`src/design/iafold_pkg.sv`:
```
// Shared types, codes and the saturation helper for the interval fold block.
package iafold_pkg;

  localparam int WORD_W = 32;
  localparam int PROD_W = 64;

  localparam logic signed [PROD_W-1:0] WORD_MAX_EXT = 64'sh0000_0000_7FFF_FFFF;
  localparam logic signed [PROD_W-1:0] WORD_MIN_EXT = -64'sh0000_0000_8000_0000;

  typedef enum logic [1:0] {
    MODE_ADD = 2'd0,
    MODE_SUB = 2'd1,
    MODE_MUL = 2'd2,
    MODE_DIV = 2'd3
  } mode_t;

  typedef enum logic [2:0] {
    ST_IDLE,
    ST_CALC,
    ST_ISSUE,
    ST_WAIT,
    ST_FOLD,
    ST_DONE
  } state_t;

  typedef struct packed {
    logic              ovf;
    logic [WORD_W-1:0] val;
  } sat_t;

  // Clamp a wide signed value to the signed word range.
  function automatic sat_t sat_word(input logic signed [PROD_W-1:0] v);
    sat_t s;
    if (v > WORD_MAX_EXT) begin
      s.ovf = 1'b1;
      s.val = WORD_MAX_EXT[WORD_W-1:0];
    end else if (v < WORD_MIN_EXT) begin
      s.ovf = 1'b1;
      s.val = WORD_MIN_EXT[WORD_W-1:0];
    end else begin
      s.ovf = 1'b0;
      s.val = v[WORD_W-1:0];
    end
    return s;
  endfunction

endpackage

```
`src/design/interval_arithmetic_fold_core.sv`:
```
// Top level of the interval fold: sequencer, accumulator and the shared mul/div units.
//
//   channel | direction | handshake            | payload
//   in_     | input     | in_valid / in_ready   | mode, arg_lower, arg_upper, first_arg, last_arg
//   out_    | output    | out_valid / out_ready | result_lower, result_upper, div_zero,
//           |           |                       | overflow, final_result
//
// First, add, subtract and zero-divisor beats go from idle through CALC straight to DONE.
// Multiply runs the four bound products through one multiplier, one after another.
// Divide runs four quotients through one bit-serial divider of 32+FRAC_BITS steps.
// One beat is in work at a time; in_ready is high only while idle. A finished result
// waits in the output register, and the next result waits until it has been taken.
// rst_n is synchronous; it clears the accumulator, both flags and the output valid.
module interval_arithmetic_fold_core #(
  parameter int FRAC_BITS = 16
) (
  input  logic                                clk,
  input  logic                                rst_n,
  input  logic                                in_valid,
  output logic                                in_ready,
  input  logic [1:0]                          in_mode,
  input  logic signed [iafold_pkg::WORD_W-1:0] in_arg_lower,
  input  logic signed [iafold_pkg::WORD_W-1:0] in_arg_upper,
  input  logic                                in_first_arg,
  input  logic                                in_last_arg,
  output logic                                out_valid,
  input  logic                                out_ready,
  output logic signed [iafold_pkg::WORD_W-1:0] out_result_lower,
  output logic signed [iafold_pkg::WORD_W-1:0] out_result_upper,
  output logic                                out_div_zero,
  output logic                                out_overflow,
  output logic                                out_final_result
);

  localparam int QW = iafold_pkg::WORD_W + FRAC_BITS + 1;
  localparam int W  = iafold_pkg::WORD_W;
  localparam int PW = iafold_pkg::PROD_W;

  iafold_pkg::state_t state_r, state_nxt;

  iafold_pkg::mode_t   mode_r;
  logic signed [W-1:0] a_lo_r, a_hi_r;
  logic                first_r, last_r;

  logic signed [W-1:0] acc_lo_r, acc_hi_r;
  logic                dz_r, ovf_r;

  logic [1:0]          idx_r;
  logic signed [W-1:0] min_r, max_r;
  logic signed [W-1:0] cand_r;
  logic                cand_ovf_r;
  logic                fold_ovf_r;

  logic signed [W-1:0] out_lo_r, out_hi_r;
  logic                out_dz_r, out_ovf_r, out_last_r, out_valid_r;

  // Control from the output decoder.
  logic accept, calc_en, issue_en, cand_load, fold_en, done_load;

  logic is_mul, div_zero_arg;
  logic signed [W-1:0]  op_acc, op_arg;
  logic signed [PW-1:0] mul_p;
  logic                 div_done;
  logic signed [QW-1:0] div_q;
  logic signed [PW-1:0] cand_wide;
  iafold_pkg::sat_t     cand_sat;

  logic signed [W:0]    sum_lo, sum_hi;
  iafold_pkg::sat_t     sat_lo, sat_hi;

  logic signed [W-1:0]  lo_nxt, hi_nxt;
  logic                 fold_ovf_nxt;

  assign is_mul       = (mode_r == iafold_pkg::MODE_MUL);
  assign div_zero_arg = (a_lo_r == '0) || (a_hi_r == '0);

  // Candidates in order: upper*hi, upper*lo, lower*hi, lower*lo.
  assign op_acc = idx_r[1] ? acc_lo_r : acc_hi_r;
  assign op_arg = idx_r[0] ? a_lo_r : a_hi_r;

  iafold_mul #(.FRAC_BITS(FRAC_BITS)) u_mul (
    .clk  (clk),
    .en   (issue_en & is_mul),
    .op_a (op_acc),
    .op_b (op_arg),
    .prod (mul_p)
  );

  iafold_div #(.FRAC_BITS(FRAC_BITS)) u_div (
    .clk   (clk),
    .rst_n (rst_n),
    .start (issue_en & ~is_mul),
    .num   (op_acc),
    .den   (op_arg),
    .done  (div_done),
    .quo   (div_q)
  );

  assign cand_wide = is_mul ? mul_p : {{(PW-QW){div_q[QW-1]}}, div_q};
  assign cand_sat  = iafold_pkg::sat_word(cand_wide);

  always_comb begin
    if (mode_r == iafold_pkg::MODE_SUB) begin
      sum_lo = {acc_lo_r[W-1], acc_lo_r} - {a_hi_r[W-1], a_hi_r};
      sum_hi = {acc_hi_r[W-1], acc_hi_r} - {a_lo_r[W-1], a_lo_r};
    end else begin
      sum_lo = {acc_lo_r[W-1], acc_lo_r} + {a_lo_r[W-1], a_lo_r};
      sum_hi = {acc_hi_r[W-1], acc_hi_r} + {a_hi_r[W-1], a_hi_r};
    end
  end

  assign sat_lo = iafold_pkg::sat_word({{(PW-W-1){sum_lo[W]}}, sum_lo});
  assign sat_hi = iafold_pkg::sat_word({{(PW-W-1){sum_hi[W]}}, sum_hi});

  // Saturating each candidate first gives the same min, max and flag as the
  // model, since the clamp is monotonic.
  assign lo_nxt = ((idx_r == 2'd0) || (cand_r < min_r)) ? cand_r : min_r;
  assign hi_nxt = ((idx_r == 2'd0) || (cand_r > max_r)) ? cand_r : max_r;
  assign fold_ovf_nxt = ((idx_r == 2'd0) ? 1'b0 : fold_ovf_r) | cand_ovf_r;

  // Next state.
  always_comb begin
    state_nxt = state_r;
    case (state_r)
      iafold_pkg::ST_IDLE: begin
        if (in_valid) state_nxt = iafold_pkg::ST_CALC;
      end
      iafold_pkg::ST_CALC: begin
        if (first_r || (mode_r == iafold_pkg::MODE_ADD) || (mode_r == iafold_pkg::MODE_SUB)
            || ((mode_r == iafold_pkg::MODE_DIV) && div_zero_arg)) begin
          state_nxt = iafold_pkg::ST_DONE;
        end else begin
          state_nxt = iafold_pkg::ST_ISSUE;
        end
      end
      iafold_pkg::ST_ISSUE: begin
        state_nxt = iafold_pkg::ST_WAIT;
      end
      iafold_pkg::ST_WAIT: begin
        if (is_mul || div_done) state_nxt = iafold_pkg::ST_FOLD;
      end
      iafold_pkg::ST_FOLD: begin
        state_nxt = (idx_r == 2'd3) ? iafold_pkg::ST_DONE : iafold_pkg::ST_ISSUE;
      end
      iafold_pkg::ST_DONE: begin
        if (!out_valid_r || out_ready) state_nxt = iafold_pkg::ST_IDLE;
      end
      default: state_nxt = iafold_pkg::ST_IDLE;
    endcase
  end

  // Output decode.
  always_comb begin
    in_ready  = 1'b0;
    calc_en   = 1'b0;
    issue_en  = 1'b0;
    cand_load = 1'b0;
    fold_en   = 1'b0;
    done_load = 1'b0;
    case (state_r)
      iafold_pkg::ST_IDLE:  in_ready  = 1'b1;
      iafold_pkg::ST_CALC:  calc_en   = 1'b1;
      iafold_pkg::ST_ISSUE: issue_en  = 1'b1;
      iafold_pkg::ST_WAIT:  cand_load = is_mul | div_done;
      iafold_pkg::ST_FOLD:  fold_en   = 1'b1;
      iafold_pkg::ST_DONE:  done_load = ~out_valid_r | out_ready;
      default: in_ready = 1'b0;
    endcase
  end

  assign accept = in_valid & in_ready;

  always_ff @(posedge clk) begin
    if (!rst_n) begin
      state_r <= iafold_pkg::ST_IDLE;
    end else begin
      state_r <= state_nxt;
    end
  end

  // Beat capture and fold scratch registers.
  always_ff @(posedge clk) begin
    if (accept) begin
      mode_r  <= iafold_pkg::mode_t'(in_mode);
      a_lo_r  <= in_arg_lower;
      a_hi_r  <= in_arg_upper;
      first_r <= in_first_arg;
      last_r  <= in_last_arg;
    end
    if (calc_en) begin
      idx_r <= 2'd0;
    end else if (fold_en) begin
      idx_r <= idx_r + 2'd1;
    end
    if (cand_load) begin
      cand_r     <= cand_sat.val;
      cand_ovf_r <= cand_sat.ovf;
    end
    if (fold_en) begin
      min_r      <= lo_nxt;
      max_r      <= hi_nxt;
      fold_ovf_r <= fold_ovf_nxt;
    end
    if (done_load) begin
      out_lo_r   <= acc_lo_r;
      out_hi_r   <= acc_hi_r;
      out_dz_r   <= dz_r;
      out_ovf_r  <= ovf_r;
      out_last_r <= last_r;
    end
  end

  // Accumulator and sticky flags.
  always_ff @(posedge clk) begin
    if (!rst_n) begin
      acc_lo_r <= '0;
      acc_hi_r <= '0;
      dz_r     <= 1'b0;
      ovf_r    <= 1'b0;
    end else if (calc_en) begin
      if (first_r) begin
        acc_lo_r <= a_lo_r;
        acc_hi_r <= a_hi_r;
        dz_r     <= 1'b0;
        ovf_r    <= 1'b0;
      end else if ((mode_r == iafold_pkg::MODE_ADD) || (mode_r == iafold_pkg::MODE_SUB)) begin
        acc_lo_r <= sat_lo.val;
        acc_hi_r <= sat_hi.val;
        ovf_r    <= ovf_r | sat_lo.ovf | sat_hi.ovf;
      end else if ((mode_r == iafold_pkg::MODE_DIV) && div_zero_arg) begin
        dz_r <= 1'b1;
      end
    end else if (fold_en && (idx_r == 2'd3)) begin
      acc_lo_r <= lo_nxt;
      acc_hi_r <= hi_nxt;
      ovf_r    <= ovf_r | fold_ovf_nxt;
    end
  end

  always_ff @(posedge clk) begin
    if (!rst_n) begin
      out_valid_r <= 1'b0;
    end else if (done_load) begin
      out_valid_r <= 1'b1;
    end else if (out_ready) begin
      out_valid_r <= 1'b0;
    end
  end

  assign out_valid        = out_valid_r;
  assign out_result_lower = out_lo_r;
  assign out_result_upper = out_hi_r;
  assign out_div_zero     = out_dz_r;
  assign out_overflow     = out_ovf_r;
  assign out_final_result = out_last_r;

  // The accumulator feeds the operand muxes and must hold while a unit works.
  a_acc_hold: assert property (@(posedge clk) disable iff (!rst_n)
    (state_r == iafold_pkg::ST_WAIT) |=> ($stable(acc_lo_r) && $stable(acc_hi_r)))
    else $error("accumulator changed while a candidate was in flight");

  // A multiply or divide fold always commits an ordered interval.
  a_ordered: assert property (@(posedge clk) disable iff (!rst_n)
    (fold_en && (idx_r == 2'd3)) |=> (acc_lo_r <= acc_hi_r))
    else $error("min/max fold committed lower above upper");

  // The divider reports back only while the sequencer waits for it.
  a_div_done: assert property (@(posedge clk) disable iff (!rst_n)
    div_done |-> ((state_r == iafold_pkg::ST_WAIT) && !is_mul))
    else $error("divider done outside of a divide wait");

  // A result is loaded only into a free or draining output register.
  a_no_drop: assert property (@(posedge clk) disable iff (!rst_n)
    (out_valid_r && !out_ready) |=> (out_valid_r && $stable(out_lo_r) && $stable(out_hi_r)))
    else $error("pending result overwritten");

endmodule

```
`src/design/iafold_mul.sv`:
```
// Registered signed word multiplier with fixed-point rescale (floor).
module iafold_mul #(
  parameter int FRAC_BITS = 16
) (
  input  logic                                clk,
  input  logic                                en,
  input  logic signed [iafold_pkg::WORD_W-1:0] op_a,
  input  logic signed [iafold_pkg::WORD_W-1:0] op_b,
  output logic signed [iafold_pkg::PROD_W-1:0] prod
);

  logic signed [iafold_pkg::PROD_W-1:0] full_prod;
  logic signed [iafold_pkg::PROD_W-1:0] prod_r;

  assign full_prod = op_a * op_b;

  // Arithmetic shift gives the floor of the scaled product.
  always_ff @(posedge clk) begin
    if (en) begin
      prod_r <= full_prod >>> FRAC_BITS;
    end
  end

  assign prod = prod_r;

endmodule

```
`src/design/iafold_div.sv`:
```
// Bit-serial restoring divider: floor(num * 2^FRAC_BITS / den), one quotient bit a cycle.
module iafold_div #(
  parameter int FRAC_BITS = 16,
  localparam int NW = iafold_pkg::WORD_W + FRAC_BITS,
  localparam int QW = NW + 1
) (
  input  logic                                clk,
  input  logic                                rst_n,
  input  logic                                start,
  input  logic signed [iafold_pkg::WORD_W-1:0] num,
  input  logic signed [iafold_pkg::WORD_W-1:0] den,
  output logic                                done,
  output logic signed [QW-1:0]                quo
);

  localparam int CW = $clog2(NW + 1);

  logic [CW-1:0]                    cnt_r;
  logic                             fix_r;
  logic                             done_r;
  logic                             neg_r;
  logic [iafold_pkg::WORD_W-1:0]    dvs_r;
  logic [iafold_pkg::WORD_W-1:0]    rem_r;
  logic [NW-1:0]                    nq_r;
  logic signed [QW-1:0]             quo_r;

  logic [iafold_pkg::WORD_W-1:0]    num_mag;
  logic [iafold_pkg::WORD_W-1:0]    den_mag;
  logic [iafold_pkg::WORD_W:0]      rem_sh;
  logic [iafold_pkg::WORD_W:0]      rem_dif;
  logic                             q_bit;
  logic [QW-1:0]                    q_ext;
  logic                             rem_nz;

  assign num_mag = num[iafold_pkg::WORD_W-1] ? (~num + 1'b1) : num;
  assign den_mag = den[iafold_pkg::WORD_W-1] ? (~den + 1'b1) : den;

  assign rem_sh  = {rem_r, nq_r[NW-1]};
  assign rem_dif = rem_sh - {1'b0, dvs_r};
  assign q_bit   = (rem_sh >= {1'b0, dvs_r});

  assign q_ext  = {1'b0, nq_r};
  assign rem_nz = (rem_r != '0);

  always_ff @(posedge clk) begin
    if (!rst_n) begin
      cnt_r  <= '0;
      fix_r  <= 1'b0;
      done_r <= 1'b0;
    end else begin
      done_r <= fix_r;
      fix_r  <= (cnt_r == CW'(1));
      if (start) begin
        cnt_r <= CW'(NW);
      end else if (cnt_r != '0) begin
        cnt_r <= cnt_r - 1'b1;
      end
    end
  end

  always_ff @(posedge clk) begin
    if (start) begin
      neg_r <= num[iafold_pkg::WORD_W-1] ^ den[iafold_pkg::WORD_W-1];
      dvs_r <= den_mag;
      rem_r <= '0;
      nq_r  <= {num_mag, {FRAC_BITS{1'b0}}};
    end else if (cnt_r != '0) begin
      rem_r <= q_bit ? rem_dif[iafold_pkg::WORD_W-1:0] : rem_sh[iafold_pkg::WORD_W-1:0];
      nq_r  <= {nq_r[NW-2:0], q_bit};
    end
  end

  // With opposite signs the floor is -q, less one more when a remainder is left.
  always_ff @(posedge clk) begin
    if (fix_r) begin
      quo_r <= neg_r ? $signed(~q_ext + {{(QW-1){1'b0}}, ~rem_nz}) : $signed(q_ext);
    end
  end

  assign done = done_r;
  assign quo  = quo_r;

endmodule

```
`config.mk`:
```
export PLATFORM = sky130hd
export DESIGN_NAME = interval_arithmetic_fold_core
export DESIGN_NICKNAME = d
export VERILOG_FILES = /design/src/design/iafold_pkg.sv /design/src/design/interval_arithmetic_fold_core.sv /design/src/design/iafold_mul.sv /design/src/design/iafold_div.sv
export SDC_FILE = /design/constraint.sdc
export NUM_CORES = 2
export LEC_CHECK = 0
export BUFFER_PORTS_ARGS = -buffer_cell sky130_fd_sc_hd__buf_2
export CAP_MARGIN = 40
export CORE_MARGIN = 1
export CORE_UTILIZATION = 35
export CTS_BUF_LIST = sky130_fd_sc_hd__clkbuf_8
export DETAILED_ROUTE_END_ITERATION = 16
export PLACE_DENSITY = 0.58
export SYNTH_ARGS = -nofsm -noshare
export SYNTH_HDL_FRONTEND = slang
export SYNTH_SLANG_ARGS = --single-unit
```
`constraint.sdc`:
```
create_clock -name clk -period 12 [get_ports clk]
set_clock_uncertainty 0.1 [all_clocks]
set_input_delay 3.6 -clock clk [delete_from_list [all_inputs] [get_ports clk]]
set_output_delay 3.6 -clock clk [all_outputs]
set_load 0.03 [all_outputs]
```
==> flow_summary.toml <==
[clock_tree]
cts_made_buffers = 86
path_clk_slew_ns = 0.06
clockBufferDepth = 3
cts_tree = "yes"
cts_resized = 0
clock_sinks = 523
postCtsHoldBufs = 0
htree_levels = 3
cts_root_buffer = "clkbuf_8"
clock_latency_ns = 0.78
post_cts_buffers = 0

[setup_path]
worstSetupStartpointType = "flip-flop"
crit_required_ns = 12.42
critPathKind = "flip-flop to flip-flop"
critPathMaxStageDelay_ns = 0.98
crit_family = "adder cells"
endpoint_kind = "flip-flop"
crit_buf_inv = 7
cp_slowest_cell = "fa_1"
path_common_cell = "fa_1"
arrival_ns = 10.40
crit_fanout = 24

[floorplanning]
die_w_um = 436
start_util = 0.354
die_h_um = 436
core_area_sq_um = 186000
num_io_pins = 141
row_count = 158
die_area_sq_um = 190000

[timing]
maxClockFrequency_mhz = 100
drv_slew = 0
worst_slew_pin_slew_ns = 0.966
period_share = 0.831
rsz0062_at_grt = "false"
max_slew_margin = 0.356
setup_viol = 0
period_needed_ns = 9.98
hold_viol = 0
fin_setup_tns_ns = 0

[placement]
place_hpwl_mm = 192
gp_congestion = 0.993
io_buffers = 140

[routing]
drc = 0
vias_per_cell = 5.47
vias = 52600
wl_mm = 250
post_drt_wl_per_cell_um = 26.0
ant_nets = 0
drt_pass1_iterations = 6
first_iter_violations = 5228

[finish]
drive_gt1_frac = 0.0846
fill_cells = 18700
layout.nets = 8574
areaGrowthSynthToFinish_pct = 9.32

[flow_run]
cap_viol_max_count = 0

[global_routing]
grt_pass1_wl_mm = 367
gr-total-overflow = 0
antenna_found_initial = 15
grt_pass1_vias = 54400
grt_max_degree = 80
grt.total_usage = 0.263

[run_status]
status = "complete, no violations"

[synth]
syn_nets = 8532
ys_seq_area_frac = 0.219
synth_top_area_cell = "fa_1"
synthArstFlopShare = 0
synth_area_per_cell_sq_um = 9.37
ys_ff_latch = 523
synth_cell_types = 80
syn_area_sq_um = 65800
postSynthCellCount = 7026
synth_top_area_share = 0.330
yosysWarnings = 0
ys.flop_type = "edfxtp_1"
synthTopCellsByArea = "fa_1 (33%), edfxtp_1 (18%), inv_1 (6.7%)"
synth-edff-count = 395

[worst_hold_path]
hp-class = "flip-flop to flip-flop"
-- area by class of cell --
type / instances / area (sq um) / share of cell area
timing repair buffer: 294 / 2050 / 0.0285
inverter: 1182 / 4440 / 0.0616
tap: 2480 / 3100 / 0.0431
multi-input combinational: 4981 / 46100 / 0.641
clock buffer: 99 / 1360 / 0.0189
sequential: 523 / 14400 / 0.201
antenna: 7 / 17.5 / 0.000243
clock inverter: 57 / 452 / 0.00627
-- layout by cell type (no fill, tap or decap), types with 16 or more instances in the layout --
cell and instances:
fa_1 1084, clkbuf_8 99, buf_2 140, ha_1 350, xor2_1 85, nor2_1 715
a21o_1 96, and3_1 56, mux2i_1 44, mux2i_4 17, inv_1 1194, nor2b_1 24
mux2_2 66, or3_1 23, o21ai_0 346, nand4_1 45, edfxtp_1 395, xnor2_1 208
and2_1 21, o31ai_1 30, o21bai_1 16, nor3_1 89, nand2_1 812, a31oi_1 65
a21oi_1 246, or2_2 18, nor4_1 39, mux2i_2 33, o21a_1 32, a211oi_1 45
nand2b_1 41, nand3_1 86, o211ai_1 25, buf_4 135, dfxtp_1 125
-- per-stage QoR --
step	hold slack, ns	std cells	util	worst slack, ns	instance area [sq um]
finish	0.328	9623	0.387	2.02	72000
global route	0.337	9619	0.386	1.62	72000
CTS	0.323	9616	0.386	2.14	72000
detailed placement	0.323	9460	0.377	2.09	70200
global placement	0.304	9435	0.375	2.04	69800
floorplan	0.300	7026	-	1.78	65800
-- cell usage after synthesis (7+ instances only) --
| cell | n |
|---|---|
| or2_2 | 18 |
| nand4_1 | 45 |
| a21o_1 | 96 |
| a41oi_1 | 9 |
| o21a_1 | 32 |
| nor4_1 | 39 |
| a221oi_1 | 12 |
| buf_1 | 43 |
| a31oi_1 | 65 |
| o211ai_1 | 25 |
| a211oi_1 | 45 |
| xnor2_1 | 208 |
| nand2_1 | 813 |
| nor2_1 | 721 |
| and3_1 | 56 |
| o21bai_1 | 16 |
| nor2b_1 | 26 |
| fa_1 | 1084 |
| a211o_1 | 12 |
| clkbuf_1 | 295 |
| o41ai_1 | 11 |
| o21ai_0 | 347 |
| o31ai_1 | 30 |
| nand2b_1 | 44 |
| nand3b_1 | 7 |
| o21ai_1 | 7 |
| edfxtp_1 | 395 |
| nor3_1 | 89 |
| and2_1 | 22 |
| maj3_1 | 10 |
| mux2i_1 | 94 |
| or4_1 | 14 |
| a32o_1 | 14 |
| inv_1 | 1178 |
| a22o_1 | 8 |
| a21boi_0 | 11 |
| ha_1 | 350 |
| a31o_2 | 9 |
| xor2_1 | 85 |
| nand3_1 | 87 |
| or3_1 | 23 |
| a21oi_1 | 248 |
| mux2_2 | 66 |
| dfxtp_1 | 128 |
-- sequential cells by signal, summed over array words and instances (netlist names), 2 cells and up --
signal            flops
acc_lo_r             32
cand_r               32
out_result_lower     32
idx_r                 2
u_div.quo            49
min_r                32
a_hi_r               32
a_lo_r               32
u_div.cnt_r           6
u_div.nq_r           48
u_div.rem_r          32
out_result_upper     32
u_div.dvs_r          32
max_r                32
acc_hi_r             32
u_mul.prod           48
state_r               3
mode_r                2
-- logic make-up (layout without fill, tap and decap cells) --
family                     count (synthesis)  after routing  share of synthesized area
and+or+nand+nor                         2027           2027                      0.132
buffers and inverters                   1522           1632                     0.0868
adders and majority gates               1444           1444                      0.398
AOI/OAI and AO/OA                       1055           1055                     0.0992
DFF                                      523            523                      0.219
xor gates and xnor gates                 294            294                     0.0392
muxes                                    161            161                     0.0257
other                                      0              7                          0
-- worst paths after layout --
check,startpoint,end,slack [ns],cells past startpoint
setup / recovery,a_hi_r[2],u_mul.prod[45],2.02,25
hold / removal,last_r,out_final_result,0.33,0
setup reg to reg,a_hi_r[2],u_mul.prod[45],2.02,25
hold reg to reg,last_r,out_final_result,0.33,0
-- per-layer routing --
metal | part of all wire | global-route usage
met1 | 0.39 | 0.335
met2 | 0.45 | 0.415
met3 | 0.099 | 0.0622
met4 | 0.060 | 0.138
met5 | 0.00026 | 0.00101
-- worst reg2reg max path, cell delays in order (launching register included) --
cell	delay (ns)
edfxtp_1	0.72
mux2_2	0.92
buf_4	0.35
nand2_1	0.11
inv_1	0.15
fa_1	0.45
fa_1	0.56
fa_1	0.46
buf_4	0.23
fa_1	0.99
inv_1	0.48
fa_1	0.61
inv_1	0.06
fa_1	0.52
inv_1	0.05
fa_1	0.47
inv_1	0.05
fa_1	0.45
ha_1	0.47
nand4_1	0.21
nor4_1	0.44
and3_1	0.23
a221o_1	0.23
nor4_1	0.08
nor3_1	0.25
xor2_1	0.10
Power is left out: the tool's default activity adds up to more than one toggle a clock period on the data nets, which glitch-free logic cannot reach.
